--- src/rtl/core/pdr_pkg.sv ---
`timescale 1ns / 1ps
`default_nettype none
// ----------------------------------------------------------------------------
// pdr_pkg
// Widths, register indexes and fixed-point constants shared by the
// dual-channel PID drive block.
// ----------------------------------------------------------------------------
package pdr_pkg;

  // Field widths
  localparam int POS_W   = 20;   // encoder position and target, signed degrees
  localparam int GAIN_W  = 24;   // unsigned Q0.24 gain
  localparam int ERR_W   = 21;   // target - position
  localparam int DER_W   = 22;   // error - previous error
  localparam int SUM_W   = 32;   // saturating integral
  localparam int SUM_X_W = SUM_W + 1;
  localparam int POW_W   = 13;   // signed Q5.8 volts
  localparam int CFG_W   = 24;   // widest register
  localparam int IDX_W   = 3;

  // Product widths: signed operand times zero-extended gain
  localparam int PP_W  = ERR_W + GAIN_W + 1;
  localparam int PD_W  = DER_W + GAIN_W + 1;
  localparam int PI_W  = SUM_W + GAIN_W + 1;
  localparam int ACC_W = PI_W + 1;

  // Q.24 to Q5.8 rounding
  localparam int FRAC_DROP  = 16;
  localparam int ROUND_HALF = 1 << (FRAC_DROP - 1);
  localparam int RND_W      = ACC_W - FRAC_DROP;

  localparam int POWER_LIMIT = 3072;   // 12 V in Q5.8

  typedef enum logic [IDX_W-1:0] {
    REG_TARGET_LEFT  = 3'd0,
    REG_TARGET_RIGHT = 3'd1,
    REG_GAIN_P_LEFT  = 3'd2,
    REG_GAIN_I_LEFT  = 3'd3,
    REG_GAIN_D_LEFT  = 3'd4,
    REG_GAIN_P_RIGHT = 3'd5,
    REG_GAIN_I_RIGHT = 3'd6,
    REG_GAIN_D_RIGHT = 3'd7
  } cfg_reg_t;

  // Gains of one side
  typedef struct packed {
    logic [GAIN_W-1:0] kp;
    logic [GAIN_W-1:0] ki;
    logic [GAIN_W-1:0] kd;
  } gains_t;

endpackage
`default_nettype wire

--- src/rtl/core/pdr_err.sv ---
`timescale 1ns / 1ps
`default_nettype none
// ----------------------------------------------------------------------------
// pdr_err
// Error stage of one side: error, derivative and saturating integral.
// The error register doubles as the previous-error state.
// ----------------------------------------------------------------------------
module pdr_err (
  input  wire logic                                 clk,
  input  wire logic                                 rst_n,
  input  wire logic                                 en,
  input  wire logic signed [pdr_pkg::POS_W-1:0]     target,
  input  wire logic signed [pdr_pkg::POS_W-1:0]     position,
  output logic signed [pdr_pkg::ERR_W-1:0]          err_r,
  output logic signed [pdr_pkg::DER_W-1:0]          der_r,
  output logic signed [pdr_pkg::SUM_W-1:0]          sum_r
);

  logic signed [pdr_pkg::ERR_W-1:0]   err_nxt;
  logic signed [pdr_pkg::DER_W-1:0]   der_nxt;
  logic signed [pdr_pkg::SUM_X_W-1:0] sum_ext;
  logic signed [pdr_pkg::SUM_W-1:0]   sum_nxt;

  always_comb begin
    err_nxt = pdr_pkg::ERR_W'(target) - pdr_pkg::ERR_W'(position);
    der_nxt = pdr_pkg::DER_W'(err_nxt) - pdr_pkg::DER_W'(err_r);
    sum_ext = pdr_pkg::SUM_X_W'(sum_r) + pdr_pkg::SUM_X_W'(err_nxt);
    // clamp when the two top bits disagree
    if (sum_ext[pdr_pkg::SUM_X_W-1] != sum_ext[pdr_pkg::SUM_W-1]) begin
      sum_nxt = sum_ext[pdr_pkg::SUM_X_W-1] ?
                {1'b1, {(pdr_pkg::SUM_W-1){1'b0}}} :
                {1'b0, {(pdr_pkg::SUM_W-1){1'b1}}};
    end else begin
      sum_nxt = sum_ext[pdr_pkg::SUM_W-1:0];
    end
  end

  always_ff @(posedge clk) begin
    if (!rst_n) begin
      err_r <= '0;
      der_r <= '0;
      sum_r <= '0;
    end else if (en) begin
      err_r <= err_nxt;
      der_r <= der_nxt;
      sum_r <= sum_nxt;
    end
  end

endmodule
`default_nettype wire

--- config.mk ---
export PLATFORM = sky130hd
export DESIGN_NAME = pdr_err
export DESIGN_NICKNAME = d
export VERILOG_FILES = /design/src/rtl/core/pdr_pkg.sv /design/src/rtl/core/pdr_err.sv
export SDC_FILE = /design/constraint.sdc
export NUM_CORES = 1
export LEC_CHECK = 0
export BUFFER_PORTS_ARGS = -buffer_cell sky130_fd_sc_hd__clkbuf_2
export CORE_AREA = 2 2 120 122
export CTS_BUF_LIST = sky130_fd_sc_hd__clkbuf_4 sky130_fd_sc_hd__clkbuf_8
export DETAILED_ROUTE_END_ITERATION = 10
export DIE_AREA = 0 0 122 124
export GPL_TIMING_DRIVEN = 0
export PLACE_DENSITY_LB_ADDON = 0.25
export SLEW_MARGIN = 20
export SYNTH_ARGS = -nofsm -noshare
export SYNTH_HDL_FRONTEND = slang
export SYNTH_SLANG_ARGS = --single-unit
--- constraint.sdc ---
create_clock -name clk -period 16.1 [get_ports clk]
set_clock_uncertainty 0.15 [all_clocks]
set_input_delay 3.22 -clock clk [delete_from_list [all_inputs] [get_ports clk]]
set_output_delay 3.22 -clock clk [all_outputs]
set_load 0.05 [all_outputs]
Word level (Yosys, flattened, before mapping)
Index checks and enable logic that the tools add are counted.

$add $sub $neg: 3. Equality and inequality tests: 1. Multiplexer cells: 2.

Operator list (count): two-way mux 32 bit (2); adder 32 x 21 -> 33 bit (1); subtractor 21 x 21 -> 22 bit (1); subtractor 20 x 20 -> 21 bit (1); inequality test 1 bit (1).

Bits in registers: 75. Bits of input ports: 43. Output and inout port bits: 75. Word-level logic and storage cells: 9.

Logic depth before layout (Yosys ltp)
Word-level depth: 4. Depth in mapped cells: 23.

Worst setup path before layout
OpenSTA, ideal clock, no wires.

Path type: input to register. Start: input port position[2] (netlist bit). End: register sum_r[10] (netlist bit). Arrival: 7.764 ns. Slack: 8.047 ns. Stages on the path: 22. Buffers on the path: 1. Cell sequence: inv_1 -> ha_1 -> nor2b_1 -> o21ai_1 -> a21boi_1 -> o31ai_2 -> a31oi_1 -> a311oi_1 -> o21ai_1 -> a2111o_1 -> nand2_1 -> ha_1 -> a21o_1 -> a21o_1 -> a21o_1 -> a21o_1 -> a21o_1 -> a211o_1 -> a22oi_2 -> buf_2 -> maj3_2 -> a21oi_2.

Longest elaborated chain between the ends: 4.

Ends and longest elaborated chain: start, declared (RTL line pdr_err.sv:13) `input wire logic signed [pdr_pkg::POS_W-1:0] position,`; subtractor 20 x 20 -> 21 bit * (RTL line pdr_err.sv:25) `err_nxt = pdr_pkg::ERR_W'(target) - pdr_pkg::ERR_W'(position);`; named net err_nxt, one bit (RTL line pdr_err.sv:19) `logic signed [pdr_pkg::ERR_W-1:0] err_nxt;`; adder 32 x 21 -> 33 bit * (RTL line pdr_err.sv:27) `sum_ext = pdr_pkg::SUM_X_W'(sum_r) + pdr_pkg::SUM_X_W'(err_nxt);`; two-way mux 32 bit or inequality test 1 bit (tied branches) (RTL line pdr_err.sv:30, pdr_err.sv:29); two-way mux 32 bit * (RTL line pdr_err.sv:29) `if (sum_ext[pdr_pkg::SUM_X_W-1] != sum_ext[pdr_pkg::SUM_W-1]) begin`; end signal, assigned (RTL line pdr_err.sv:46) `sum_r <= sum_nxt;`; end, declared (RTL line pdr_err.sv:16) `output logic signed [pdr_pkg::SUM_W-1:0] sum_r`.

The timed path passes the listed nets; every way through them passes the cells marked *. A chain may end at the register's enable or synchronous reset.

Worst setup path after layout
Start: input port target[0] (netlist bit). End: register sum_r[4] (netlist bit).

Longest elaborated chain between the ends: 4.

Ends and longest elaborated chain: start, declared (RTL line pdr_err.sv:12) `input wire logic signed [pdr_pkg::POS_W-1:0] target,`; subtractor 20 x 20 -> 21 bit * (RTL line pdr_err.sv:25); named net err_nxt, one bit (RTL line pdr_err.sv:19); adder 32 x 21 -> 33 bit * (RTL line pdr_err.sv:27); two-way mux 32 bit or inequality test 1 bit (tied branches) (RTL line pdr_err.sv:30, pdr_err.sv:29); two-way mux 32 bit * (RTL line pdr_err.sv:29).

Marks and branches as above.

==> impl_metrics.yaml <==
cells_and_area:
  multiInputGateArea_um2: 4950
  layout_common_cells: "clkbuf_2, o21ai_0, dfxtp_1"
  drive_above_1_share_pct: 21.9
  fillers: 1327
  antenna_cells: 0
  final_common_cell: "clkbuf_2"
  area_growth_pct: 14.8
  regArea_um2: 1500
  nets: 1096
setup_path:
  reg2reg_depth: 12
  crit_required_ns: 16.19
  reg2reg_to: "sum_r[4]"
  r2r_start: "sum_r[0]"
  crit_path_start_kind: "input pin"
  cp_slowest_cell: "a2111o_1"
  cp_num_buf_inv: 3
  crit_type: "in -> reg"
  slowest_delay_ns: 0.47
  end_kind: "flip-flop"
  cp_max_fo: 13
  cp_cell_sequence: "clkbuf_2, inv_1, ha_1, fa_1, nor2b_1, o21ai_1, a21boi_1, o31ai_2, a31oi_1, a311oi_1, o21ai_1, a2111o_1, nand2_1, ha_1, a21o_1, a21o_1, a21o_1, a21o_1, a21o_1, a211o_1, a22oi_2, buf_2, maj3_2, a21oi_2"
  arrival_ns: 8.76
  crit_family: "compound AO/OA/AOI/OAI gates"
  cpMostUsedCell: "a21o_1"
  regToRegSetupSlack_ns: 12.40
pwr:
  power_frac_comb_pct: 64.2
  peakVddDrop_v: 0.0000649
  power.density_nw_per_um2: 146
  pwr-share-seq_pct: 21.6
  power.net_switching_uw: 567
  p_clk_share_pct: 14.2
  p_int_uw: 590
  switching_share_pct: 49.0
  power.leakage_uw: 0.00366
clock_tree:
  cts_buffers: 9
  cts_hold_buf: 0
  path_clk_slew_ns: 0.08
  cts_sinks: 75
  tritoncts: "done"
  htree_levels: 3
  post_cts_resized: 0
  post_cts_buffers: 0
  clock-root-buffer: "clkbuf_8"
  clk_latency_ns: 0.38
  cts_buffer_depth: 2
global_route:
  grt_pass1_vias: 5905
  grt_max_degree: 14
  grt_overflow: 0
  grt_antenna_before_repair: 0
  grt_usage_pct: 24.9
  grt_pass1_wl_mm: 29.3
floorplan:
  dieArea_um2: 15100
  initial_core_util_pct: 50.3
  io_pins: 118
  die_w_um: 122
  row_count: 43
  core_region_area_um2: 13700
  dieHeight_um: 124
yosys:
  async_flop_share_pct: 0
  syn_avg_cell_area_um2: 8.11
  synth_nets: 969
  ys_seq_elements: 75
  ys_top_cells_by_area: "dfxtp_1, ha_1, o21ai_0"
  synth-compound-area-share_pct: 29.2
  seq_area_frac_synth_pct: 21.8
  synthesis.area_um2: 6900
  netlist-cell-type-count: 67
  yosys.area_share.simple_pct: 14.7
  synth_ff_type: "dfxtp_1"
  synth.top_cell.area_share_pct: 21.8
  synth_xor_area_share_pct: 6.10
  synth-edff-count: 0
  ys_warn_count: 0
  synthAdderAreaFrac_pct: 19.2
  synth_top_family_by_area: "compound AO/OA/AOI/OAI gates"
  synthCells: 850
  muxShareOfSynthArea_pct: 2.61
  synth_top_area_cell: "dfxtp_1"
job:
  drv_cap: 0
placement:
  portBuffers: 116
  gp_congestion: 0.931
  place_ws_ns: 7.01
  dp_hpwl_mm: 14.4
sta:
  relSlewSlack_pct: 44.2
  finalSetupTns_ns: 0
  setup_viol: 0
  period_share_pct: 53.9
  timing.fmax_mhz: 115
  fin_ws_ns: 7.43
  final-hold-violation-count: 0
  worst_slew_pin_slew_ns: 0.837
  rsz0062_at_grt: "false"
  final_max_slew_viol_count: 0
  period_needed_ns: 8.67
drt:
  ant_nets: 0
  wirelength_mm: 18.6
  route.detailed.drc: 0
  drt_iter0_markers: 402
  drt-wirelength-per-cell_um: 16.0
  drtPass1Iterations: 5
  routed_via_density: 5.60
  vias: 6502
run_status:
  status: "complete, no violations"
worst_hold_path:
  hp-class: "reg -> reg"
  min_path_cells: 2
  min_delay_worst_endpoint: "der_r[11]"
  hold_path.startpoint: "der_r[11]"
==> power groups by stage <==
stage / Sequential [uW] / Clock, uW / Combinational, uW
floorplan: 365 / 0 / 480
global placement: 253 / 0 / 728
detailed placement: 254 / 0 / 734
CTS: 250 / 168 / 740
global route: 254 / 175 / 811
finish: 250 / 165 / 742
==> state kept, by name, indices dropped and copies added, names as in the netlist <==
name	count
der_r	22
sum_r	32
err_r	21
==> routing by layer <==
metal | vias up | part of all wire, % | GRT usage (%) | wire, um
met5 | - | 0 | 0 | 0
met4 | 0 | 2.7 | 10.1 | 510
met3 | 31 | 4.6 | 2.66 | 864
met2 | 159 | 46 | 42.0 | 8640
met1 | 2994 | 46 | 32.5 | 8600
li1 | 3318 | - | - | -
==> cell type report <==
cell class	instances	share of cell area, %
Buffer	37	2.26
Clock buffer	13	2.18
Clock inverter	3	0.569
Inverter	71	3.37
Multi-Input combinational cell	667	62.5
Sequential cell	75	19.0
Tap cell	180	2.84
Timing Repair Buffer	116	7.33
==> worst reg2reg max path, cell delays in order, from the launching register on <==
cell and delay [ns]:
dfxtp_1 0.34, ha_1 0.24, fa_1 0.43, a211oi_1 0.24, o21ai_1 0.16, o21ai_0 0.51
a21o_1 0.21, o211ai_1 0.10, a21o_1 0.23, a22oi_2 0.32, buf_2 0.34, maj3_2 0.25
a21oi_2 0.05
==> synthesized netlist by cell type (all sizes together) (16+ instances only) <==
cell type / n
a21o: 33
a21oi: 85
clkbuf: 28
dfxtp: 75
ha: 73
inv: 71
maj3: 31
mux2i: 18
nand2: 46
nand3: 19
nor2: 40
nor2b: 28
o21a: 16
o21ai: 78
xnor2: 29
xor2: 19
==> how the worst max path moves through the flow <==
stage | startpoint | end | slack [ns] | depth (start not counted)
2_1_floorplan | position[2] | sum_r[10] | 8.05 | 22
3_3_place_gp | target[0] | sum_r[4] | 7.02 | 24
3_5_place_dp | target[0] | sum_r[23] | 7.01 | 24
4_1_cts | target[0] | sum_r[23] | 7.38 | 24
5_1_grt | target[0] | sum_r[10] | 7.11 | 24
6_report | target[0] | sum_r[4] | 7.43 | 24
==> metrics by stage <==
stage | util (%) | hold slack (ns) | power, uW | instance area [um2] | instances
after floorplan | - | 0.527 | 845 | 6900 | 850
after global placement | 56.1 | 0.309 | 982 | 7700 | 1146
after detailed placement | 56.1 | 0.320 | 988 | 7700 | 1146
after CTS | 57.7 | 0.336 | 1160 | 7920 | 1162
after global routing | 57.7 | 0.362 | 1240 | 7920 | 1162
final | 57.7 | 0.330 | 1160 | 7920 | 1162
==> cells by family after synthesis <==
family / Yosys count
and+or+nand+nor: 198
xor gates and xnor gates: 48
DFF: 75
AOI/OAI and AO/OA: 296
adders and majority gates: 107
muxes: 18
buffers and inverters: 108
No activity file was read; power rests on OpenSTA's default activity.
