## src/rtl/core/pdr_pkg.sv

```systemverilog
`timescale 1ns / 1ps
`default_nettype none
// ----------------------------------------------------------------------------
// pdr_pkg
// Widths, register indexes and fixed-point constants shared by the
// dual-channel PID drive block.
// ----------------------------------------------------------------------------
package pdr_pkg;

  // Field widths
  localparam int POS_W   = 20;   // encoder position and target, signed degrees
  localparam int GAIN_W  = 24;   // unsigned Q0.24 gain
  localparam int ERR_W   = 21;   // target - position
  localparam int DER_W   = 22;   // error - previous error
  localparam int SUM_W   = 32;   // saturating integral
  localparam int SUM_X_W = SUM_W + 1;
  localparam int POW_W   = 13;   // signed Q5.8 volts
  localparam int CFG_W   = 24;   // widest register
  localparam int IDX_W   = 3;

  // Product widths: signed operand times zero-extended gain
  localparam int PP_W  = ERR_W + GAIN_W + 1;
  localparam int PD_W  = DER_W + GAIN_W + 1;
  localparam int PI_W  = SUM_W + GAIN_W + 1;
  localparam int ACC_W = PI_W + 1;

  // Q.24 to Q5.8 rounding
  localparam int FRAC_DROP  = 16;
  localparam int ROUND_HALF = 1 << (FRAC_DROP - 1);
  localparam int RND_W      = ACC_W - FRAC_DROP;

  localparam int POWER_LIMIT = 3072;   // 12 V in Q5.8

  typedef enum logic [IDX_W-1:0] {
    REG_TARGET_LEFT  = 3'd0,
    REG_TARGET_RIGHT = 3'd1,
    REG_GAIN_P_LEFT  = 3'd2,
    REG_GAIN_I_LEFT  = 3'd3,
    REG_GAIN_D_LEFT  = 3'd4,
    REG_GAIN_P_RIGHT = 3'd5,
    REG_GAIN_I_RIGHT = 3'd6,
    REG_GAIN_D_RIGHT = 3'd7
  } cfg_reg_t;

  // Gains of one side
  typedef struct packed {
    logic [GAIN_W-1:0] kp;
    logic [GAIN_W-1:0] ki;
    logic [GAIN_W-1:0] kd;
  } gains_t;

endpackage
`default_nettype wire

```

## src/rtl/core/pdr_out.sv

```systemverilog
`timescale 1ns / 1ps
`default_nettype none
// ----------------------------------------------------------------------------
// pdr_out
// Result stage of one side: sum the terms, round Q.24 to Q5.8 half up,
// clamp to +/-12 V.
// ----------------------------------------------------------------------------
module pdr_out (
  input  wire logic                                 clk,
  input  wire logic                                 en,
  input  wire logic signed [pdr_pkg::PP_W-1:0]      pp,
  input  wire logic signed [pdr_pkg::PD_W-1:0]      pd,
  input  wire logic signed [pdr_pkg::PI_W-1:0]      pi,
  output logic signed [pdr_pkg::POW_W-1:0]          power_r
);

  localparam logic signed [pdr_pkg::RND_W-1:0] POW_HI = pdr_pkg::RND_W'(pdr_pkg::POWER_LIMIT);
  localparam logic signed [pdr_pkg::RND_W-1:0] POW_LO = -POW_HI;

  logic signed [pdr_pkg::ACC_W-1:0] acc;
  logic signed [pdr_pkg::RND_W-1:0] rnd;
  logic signed [pdr_pkg::POW_W-1:0] power_nxt;

  always_comb begin
    acc = pdr_pkg::ACC_W'(pp) + pdr_pkg::ACC_W'(pd) + pdr_pkg::ACC_W'(pi)
        + pdr_pkg::ACC_W'(pdr_pkg::ROUND_HALF);
    rnd = $signed(acc[pdr_pkg::ACC_W-1:pdr_pkg::FRAC_DROP]);
    if (rnd > POW_HI) begin
      power_nxt = POW_HI[pdr_pkg::POW_W-1:0];
    end else if (rnd < POW_LO) begin
      power_nxt = POW_LO[pdr_pkg::POW_W-1:0];
    end else begin
      power_nxt = rnd[pdr_pkg::POW_W-1:0];
    end
  end

  always_ff @(posedge clk) begin
    if (en) begin
      power_r <= power_nxt;
    end
  end

endmodule
`default_nettype wire
```

## config.mk

```make
export PLATFORM = sky130hd
export DESIGN_NAME = pdr_out
export DESIGN_NICKNAME = d
export VERILOG_FILES = /design/src/rtl/core/pdr_pkg.sv /design/src/rtl/core/pdr_out.sv
export SDC_FILE = /design/constraint.sdc
export NUM_CORES = 1
export LEC_CHECK = 0
export BUFFER_PORTS_ARGS = -buffer_cell sky130_fd_sc_hd__buf_2
export CAP_MARGIN = 20
export CORE_UTILIZATION = 30
export DETAILED_ROUTE_END_ITERATION = 8
export GPL_TIMING_DRIVEN = 1
export HOLD_SLACK_MARGIN = 0.03
export PLACE_DENSITY_LB_ADDON = 0.1
export SYNTH_ARGS = -nofsm -noshare
export SYNTH_HDL_FRONTEND = slang
export SYNTH_SLANG_ARGS = --single-unit
```

## constraint.sdc

```tcl
create_clock -name clk -period 6.5 [get_ports clk]
set_input_delay 1.3 -clock clk [delete_from_list [all_inputs] [get_ports clk]]
set_output_delay 1.3 -clock clk [all_outputs]
set_load 0.05 [all_outputs]
```

After elaboration in Yosys (flattened, before gate mapping):

Index checks and enable logic that the tools add are counted.

* add/sub/neg operators: 3
* multiply operators: 0
* divide/modulo/power cells: 0
* $lt $le $gt $ge: 2
* equality and inequality tests: 0
* shift-type cells: 0
* multiplexer cells: 1
* bitwise gates (word level): 0
* reduce and logical (&&, ||, !) cells: 1

Operators with widths (number)
* adder 48 x 57 -> 58 bit: 1
* adder 58 x 17 -> 58 bit (second input constant): 1
* adder 46 x 47 -> 48 bit: 1
* greater-than comparator 42 x 13 -> 1 bit (second input constant): 1
* < comparator 42 x 13 -> 1 bit (second input constant): 1
* 2-to-1 mux 13 bit: 1
* OR reduction 2 bit: 1

* register bits: 13
* latch bits: 0
* memory bits (writable): 0
* memory bits (read-only): 0
* bits of input ports: 152
* output and inout bits: 13
* logic and storage cells: 9
* memories kept: 0

Logic depth before layout (Yosys ltp):

Gate-level depths: netlist of run 1.

* depth after elaboration: 5
* mapped depth: 19

Least setup slack after synthesis of run 1:

Ideal clock, no wire load.

* path kind: in2reg
* from: input pp[34] (netlist name)
* to: register power_r[10] (netlist name), data pin
* setup time: 0.255 ns
* data arrival time: 5.195 ns
* required time: 6.245 ns
* setup slack: 1.050 ns
* stages on the path: 17
* buffers on the path: 2
* path through: inv_1 fa_1 inv_1 ha_1 ha_1 buf_2 and4_1 clkbuf_1 and2_1 a21boi_1 or4_1 a222oi_1 nand4_1 and4b_1 nand4_1 or4_4 a21bo_2

* cells in the longest elaborated chain, start to end: 5
* elaborated cells on any way between the ends: 6
* classes of those cells: 3 x add/sub; 2 x order compare; 1 x reduce/logical

Ends and longest elaborated chain
* start, declared: line pdr_out.sv:11 `input wire logic signed [pdr_pkg::PP_W-1:0] pp,`
* adder 46 x 47 -> 48 bit *: line pdr_out.sv:25 `acc = pdr_pkg::ACC_W'(pp) + pdr_pkg::ACC_W'(pd) + pdr_pkg::ACC_W'(pi)`
* adder 48 x 57 -> 58 bit *: line pdr_out.sv:25
* adder 58 x 17 -> 58 bit *: line pdr_out.sv:26 `+ pdr_pkg::ACC_W'(pdr_pkg::ROUND_HALF);`
* greater-than comparator 42 x 13 -> 1 bit / < comparator 42 x 13 -> 1 bit (equally long branches): line pdr_out.sv:28, pdr_out.sv:30
* OR reduction 2 bit (no line) *
* end signal, assigned: line pdr_out.sv:39 `power_r <= power_nxt;`
* end, declared: line pdr_out.sv:14 `output logic signed [pdr_pkg::POW_W-1:0] power_r`

Mark *: on every way between the ends. The rest lies on a longest branch, timed or not.
A chain may end at the register's enable or synchronous reset.

Final worst setup path of run 1:

* from: input pp[21] (netlist name)
* to: register power_r[3] (netlist name), data pin

The elaborated chain is that of the path after synthesis.

==> run_results.csv, run 1 <==
group,metric,value,unit
cts,cts_resized,0,
sta,maxSlewViolCount,0,
final_layout,utilization,37.09,%
pwr,vdd_drop_max,0.06925,mV
worst_setup_path,arrival,6.38,ns
cts,post_cts_buffers,0,
cts,root_buffer,"clkbuf_16",
detailed_routing,wl_per_cell,15.60,microns
place,io_buffers,164,
sta,fin_crit_sh,96.67,%
yosys,synthDistinctLibCells,67,
floorplan,dieWidth,153.1,microns
yosys,synth_area,6847,sq um
worst_setup_path,cp_max_fo,10,
sta,max_freq,159.2,MHz
grt,grt_usage,18.19,%
pwr,power-per-cell-area,226.8,nW/um^2
sta,tightest_slew,0.7389,ns
place,place_hpwl,19240,microns
sta,max_slew_margin,50.29,%
worst_setup_path,critPathLaunchType,"input port",
detailed_routing,first_pass_iters,5,
floorplan,design.die.area,23430,sq um
yosys,synth_area_leaders,"ha_1, fa_1, inv_1",
cts,cts_tree,"built",
sta,rsz0062_at_grt,"false",
grt,grt_overflow,0,
sta,setup_violations,0,
floorplan,initial_core_util,30.99,%
yosys,yosys_warnings,0,
final_layout,final_nets,1400,
floorplan,die_h,153.1,microns
floorplan,io_pins,165,
final_layout,area.growth.synth_to_final,19.70,%
floorplan,core,22090,sq um
cts,numCtsBuffers,3,
yosys,ys_ff_latch,13,
yosys,yosys.area.top_type_share,20.10,%
pwr,power,1.859,mW
yosys,syn_inst,910,
final_layout,top_regs,"power_r (13)",
run_status,status,"finished, final reports clean",
sta,fin_ws,0.2168,ns
cts,clkSinkCount,13,
pwr,p_leak,4.198,nW
worst_setup_path,worstSetupEndpointType,"register",
grt,antenna_found_initial,0,
detailed_routing,ant_nets,0,
flow_run,maxCapViolations,0,
sta,fin_tns_setup,0,ns
place,gp_congestion,0.9123,
cts,clock_path_buffers,2,
cts,htreeDepth,1,
sta,whs,1.462,ns
cts,clkTransAtPathRegs,0.04,ns
sta,finalHoldViolCount,0,
floorplan,rows,54,
worst_hold_path,min_path_type,"input port to register",
grt,grt_max_degree,14,
sta,timing.final.crit_period,6.283,ns
detailed_routing,vias_per_cell,5.093,
grt,grt_pass1_vias,6773,
place,dp_slack,0.1349,ns
yosys,synth-edff-count,13,
detailed_routing,drc,0,
worst_setup_path,cp.required,6.59,ns
worst_setup_path,critical_path_class,"input port to register",
final_layout,regMostFlops,"power_r",
final_layout,diodes,0,
grt,grt_pass1_wl,34710,microns
yosys,ys.flop_type,"edfxtp_1",
detailed_routing,drtIter0Drc,535,
cts,cts_hold_buf,0,
final_layout,largest_reg_flops,13,
final_layout,drive_gt1_share,20.81,%
detailed_routing,via_count,6932,
yosys,ys_seq_area_share,5.702,%
yosys,synth_nets,1228,
detailed_routing,wl,21230,microns
yosys,postSynthAreaPerCell,7.524,sq um
yosys,async_reset_ff_share,0,%
yosys,yosysTopAreaCell,"ha_1",
-- layout make-up --
type,instances,area [sq um]
Clock buffer,4,78.83
Fill cell,2381,13900
Inverter,187,701.9
Multi-Input combinational cell,681,5613
Sequential cell,13,390.4
Tap cell,280,350.3
Timing Repair Buffer,196,1061
-- path summary, 6_finish.rpt --
path	endpoint	start	slack, ns	cells after the start
worst max-delay path	power_r[3]	pp[21]	0.22	19
worst min-delay path	power_r[4]	en	1.46	1
-- per-stage QoR --
step / area (sq um) / cells
final: 8195 / 1361
after global routing: 8195 / 1361
after CTS: 8195 / 1361
after detailed placement: 8117 / 1357
after global placement: 8117 / 1357
after floorplan: 6847 / 910
-- where the power goes --
| group | internal (mW) | switching, mW | leakage (nW) |
|---|---|---|---|
| combinational | 0.608 | 1.03 | 4.03 |
| sequential | 0.103 | 0.00153 | 0.125 |
| clock | 0.0823 | 0.0293 | 0.0382 |
-- cell usage after synthesis, types with 14 or more instances --
| cell | n |
|---|---|
| a21o_1 | 14 |
| a21oi_1 | 87 |
| buf_2 | 20 |
| fa_1 | 56 |
| ha_1 | 110 |
| inv_1 | 187 |
| nand2_1 | 70 |
| nand3_1 | 15 |
| nand4_1 | 33 |
| nor2_1 | 43 |
| o21ai_0 | 56 |
| xnor2_1 | 20 |
| xor2_1 | 15 |
-- logic make-up (layout without fill, tap and decap cells) --
logic type,Yosys count,count (layout),share of synthesized area (%)
AOI/OAI and AO/OA,247,247,23.01
xor gates and xnor gates,35,35,4.477
adders and majority gates,166,166,36.48
buffers and inverters,216,387,12.32
DFF,13,13,5.702
and+or+nand+nor,233,233,18.02
-- layout by cell type (no fill, tap or decap), types with 5 or more instances in the layout --
cell type,instances
buf_2,164
and2_1,9
inv_1,187
nand2_1,70
nand4_1,33
a31oi_1,9
a21o_1,14
and4_1,13
o21bai_1,7
o21ai_0,56
nor4_1,12
or3_1,5
edfxtp_1,13
a21oi_1,87
ha_1,110
xnor2_1,20
a221oi_1,5
a21oi_2,6
fa_1,56
nor3_1,10
buf_4,32
nor2_1,43
nand3_1,15
a211oi_1,6
o21ai_1,6
o211ai_1,8
xor2_1,15
o31ai_1,5
-- worst max-delay path, stage by stage --
cell	delay [ns]
buf_2	0.07
inv_1	0.04
fa_1	0.53
inv_1	0.04
ha_1	0.29
ha_1	0.47
nand2_1	0.16
o21ai_0	0.38
a21oi_1	0.08
buf_4	0.18
o221ai_4	0.30
a31oi_4	0.18
or4_1	0.52
o311a_1	0.16
nor4_1	0.47
nand4_1	0.25
or4_4	0.59
buf_4	0.21
a21oi_2	0.13
-- routing by layer --
layer | wire length (microns) | track usage, % | vias up
met5 | 0 | 0 | -
met1 | 11530 | 29.01 | 3211
met2 | 8631 | 27.33 | 207
li1 | - | - | 3505
met4 | 111 | 1.732 | 0
met3 | 950 | 0.9073 | 9
No activity file was read; power rests on OpenSTA's default activity.
==> inputs of run 2 (changes only) <==
--- a/config.mk
+++ b/config.mk
@@ -9,9 +9,7 @@
 export CAP_MARGIN = 20
 export CORE_UTILIZATION = 30
 export DETAILED_ROUTE_END_ITERATION = 8
-export GPL_TIMING_DRIVEN = 1
 export HOLD_SLACK_MARGIN = 0.03
-export PLACE_DENSITY_LB_ADDON = 0.1
 export SYNTH_ARGS = -nofsm -noshare
 export SYNTH_HDL_FRONTEND = slang
 export SYNTH_SLANG_ARGS = --single-unit
==> run 2 against run 1 <==
Hold slack got worse by 0.0041 ns. Final cell count decreased by 0.81%. Non-clock buffer count decreased by 11. Combinational power about the same. Die area unchanged. Worst setup slack improved by 0.084 ns. First-iteration DRC count decreased by 32%. Utilization decreased by 0.37 points. Flip-flop and latch count unchanged.
==> run_results.csv, run 2 (synthesis results as in run 1) <==
group,metric,value,unit
run_status,status,"finished, final reports clean",
grt,grt_pass1_vias,6786,
worst_setup_path,crit_slowest_cell,"or4_4",
grt,antenna_found_initial,0,
sta,rsz0062_at_grt,"false",
sta,fin_tns_setup,0,ns
cts,clkTransAtPathRegs,0.04,ns
final_layout,layout_common_cells,"inv_1, buf_2, ha_1",
sta,max_freq,161.3,MHz
detailed_routing,vias_per_cell,5.134,
worst_setup_path,cp.required,6.59,ns
floorplan,rows,54,
cts,htreeDepth,1,
floorplan,design.die.area,23430,sq um
detailed_routing,drc,0,
place,postPlaceCellArea,8034,sq um
flow_run,maxCapViolations,0,
sta,fin_crit_sh,95.37,%
cts,clkSinkCount,13,
place,io_buffers,164,
final_layout,fin_area,8113,sq um
final_layout,drive_gt1_share,20.00,%
final_layout,largest_reg_flops,13,
worst_hold_path,hp-start,"en",
worst_hold_path,min_path_type,"input port to register",
cts,cts_resized,0,
grt,grt_overflow,0,
cts,cts_hold_buf,0,
sta,setup_violations,0,
cts,cts_tree,"built",
pwr,power-per-cell-area,225.9,nW/um^2
detailed_routing,first_pass_iters,5,
final_layout,area.growth.synth_to_final,18.49,%
floorplan,die_h,153.1,microns
final_layout,final_nets,1389,
worst_setup_path,arrival,6.29,ns
pwr,p_leak,4.145,nW
worst_setup_path,startpoint,"pp[20]",
pwr,vdd_drop_max,0.1014,mV
final_layout,top_regs,"power_r (13)",
detailed_routing,via_count,6931,
detailed_routing,drtIter0Drc,364,
final_layout,regMostFlops,"power_r",
grt,grt_max_degree,14,
worst_setup_path,cp_max_fo,10,
floorplan,core,22090,sq um
cts,root_buffer,"clkbuf_16",
grt,grt_pass1_wl,34510,microns
worst_setup_path,critical_path_class,"input port to register",
sta,finalHoldViolCount,0,
sta,maxSlewViolCount,0,
cts,post_cts_buffers,0,
worst_hold_path,min_delay_path_depth,1,
cts,clock_path_buffers,2,
sta,timing.final.crit_period,6.199,ns
floorplan,io_pins,165,
worst_setup_path,critPathLaunchType,"input port",
worst_setup_path,path_cells,"buf_2 > inv_1 > fa_1 > inv_1 > ha_1 > ha_1 > a21oi_1 > buf_4 > o21ai_0 > a21oi_1 > o221ai_4 > a31oi_4 > nor2_1 > o311a_1 > nor4_1 > nand4_1 > or4_4 > buf_4 > a21oi_2",
worst_setup_path,worstSetupEndpointType,"register",
detailed_routing,wl_per_cell,15.77,microns
place,place_hpwl,19200,microns
sta,tightest_slew,0.8056,ns
worst_setup_path,max_stage_delay,0.60,ns
place,gp_congestion,0.9683,
floorplan,dieWidth,153.1,microns
detailed_routing,ant_nets,0,
floorplan,initial_core_util,30.99,%
detailed_routing,wl,21290,microns
final_layout,diodes,0,
cts,numCtsBuffers,3,
sta,max_slew_margin,45.79,%
final_layout,final_common_cell,"inv_1",
grt,grt_usage,18.20,%
[run 2: cell types whose count changed in the layout (fill, tap and decap cells not counted), sizes merged]
| cell | previous run | this run |
|---|---|---|
| buf | 196 | 185 |
[run 2: power breakdown]
group | switching (mW) | total (mW) | internal [mW] | leakage [nW]
combinational | 1.03 | 1.61 | 0.585 | 3.98
clock | 0.0312 | 0.114 | 0.0825 | 0.0382
sequential | 0.00200 | 0.105 | 0.103 | 0.125
[run 2: worst paths after layout]
path	to
min	power_r[4]
max	power_r[3]
[run 2: final cells by class]
cell class / instances / area [sq um]
Fill cell: 2377 / 13980
Multi-Input combinational cell: 681 / 5613
Timing Repair Buffer: 185 / 978.4
Inverter: 187 / 701.9
Sequential cell: 13 / 390.4
Tap cell: 280 / 350.3
Clock buffer: 4 / 78.83
[run 2: metrics by stage]
| step | instances | total power, mW | util [%] | hold slack [ns] | setup WS [ns] |
|---|---|---|---|---|---|
| finish | 1350 | 1.833 | 36.72 | 1.458 | 0.3009 |
| global route | 1350 | 2.012 | 36.72 | 1.483 | 0.1012 |
| CTS | 1350 | 1.822 | 36.72 | 1.465 | 0.3785 |
| detailed placement | 1346 | 1.696 | 36.36 | 1.711 | 0.1593 |
| global placement | 1346 | 1.708 | 36.36 | 1.709 | 0.09770 |
| floorplan | 910 | 1.195 | - | 1.413 | 1.050 |
[run 2: layer usage]
metal | global-route usage [%] | vias up | part of all wire (%)
li1 | - | 3486 | -
met1 | 26.64 | 3207 | 50
met2 | 29.22 | 220 | 43
met3 | 1.815 | 18 | 5.9
met4 | 2.597 | 0 | 1.2
met5 | 0 | - | 0
[run 2: critical path: cells and delay by family]
family / cells / cell delay (ns)
AO/OA/AOI/OAI: 7 / 1.98
adder cells (fa/ha/maj): 3 / 1.21
AND/OR/NAND/NOR: 4 / 1.26
buffers and inverters: 5 / 0.52
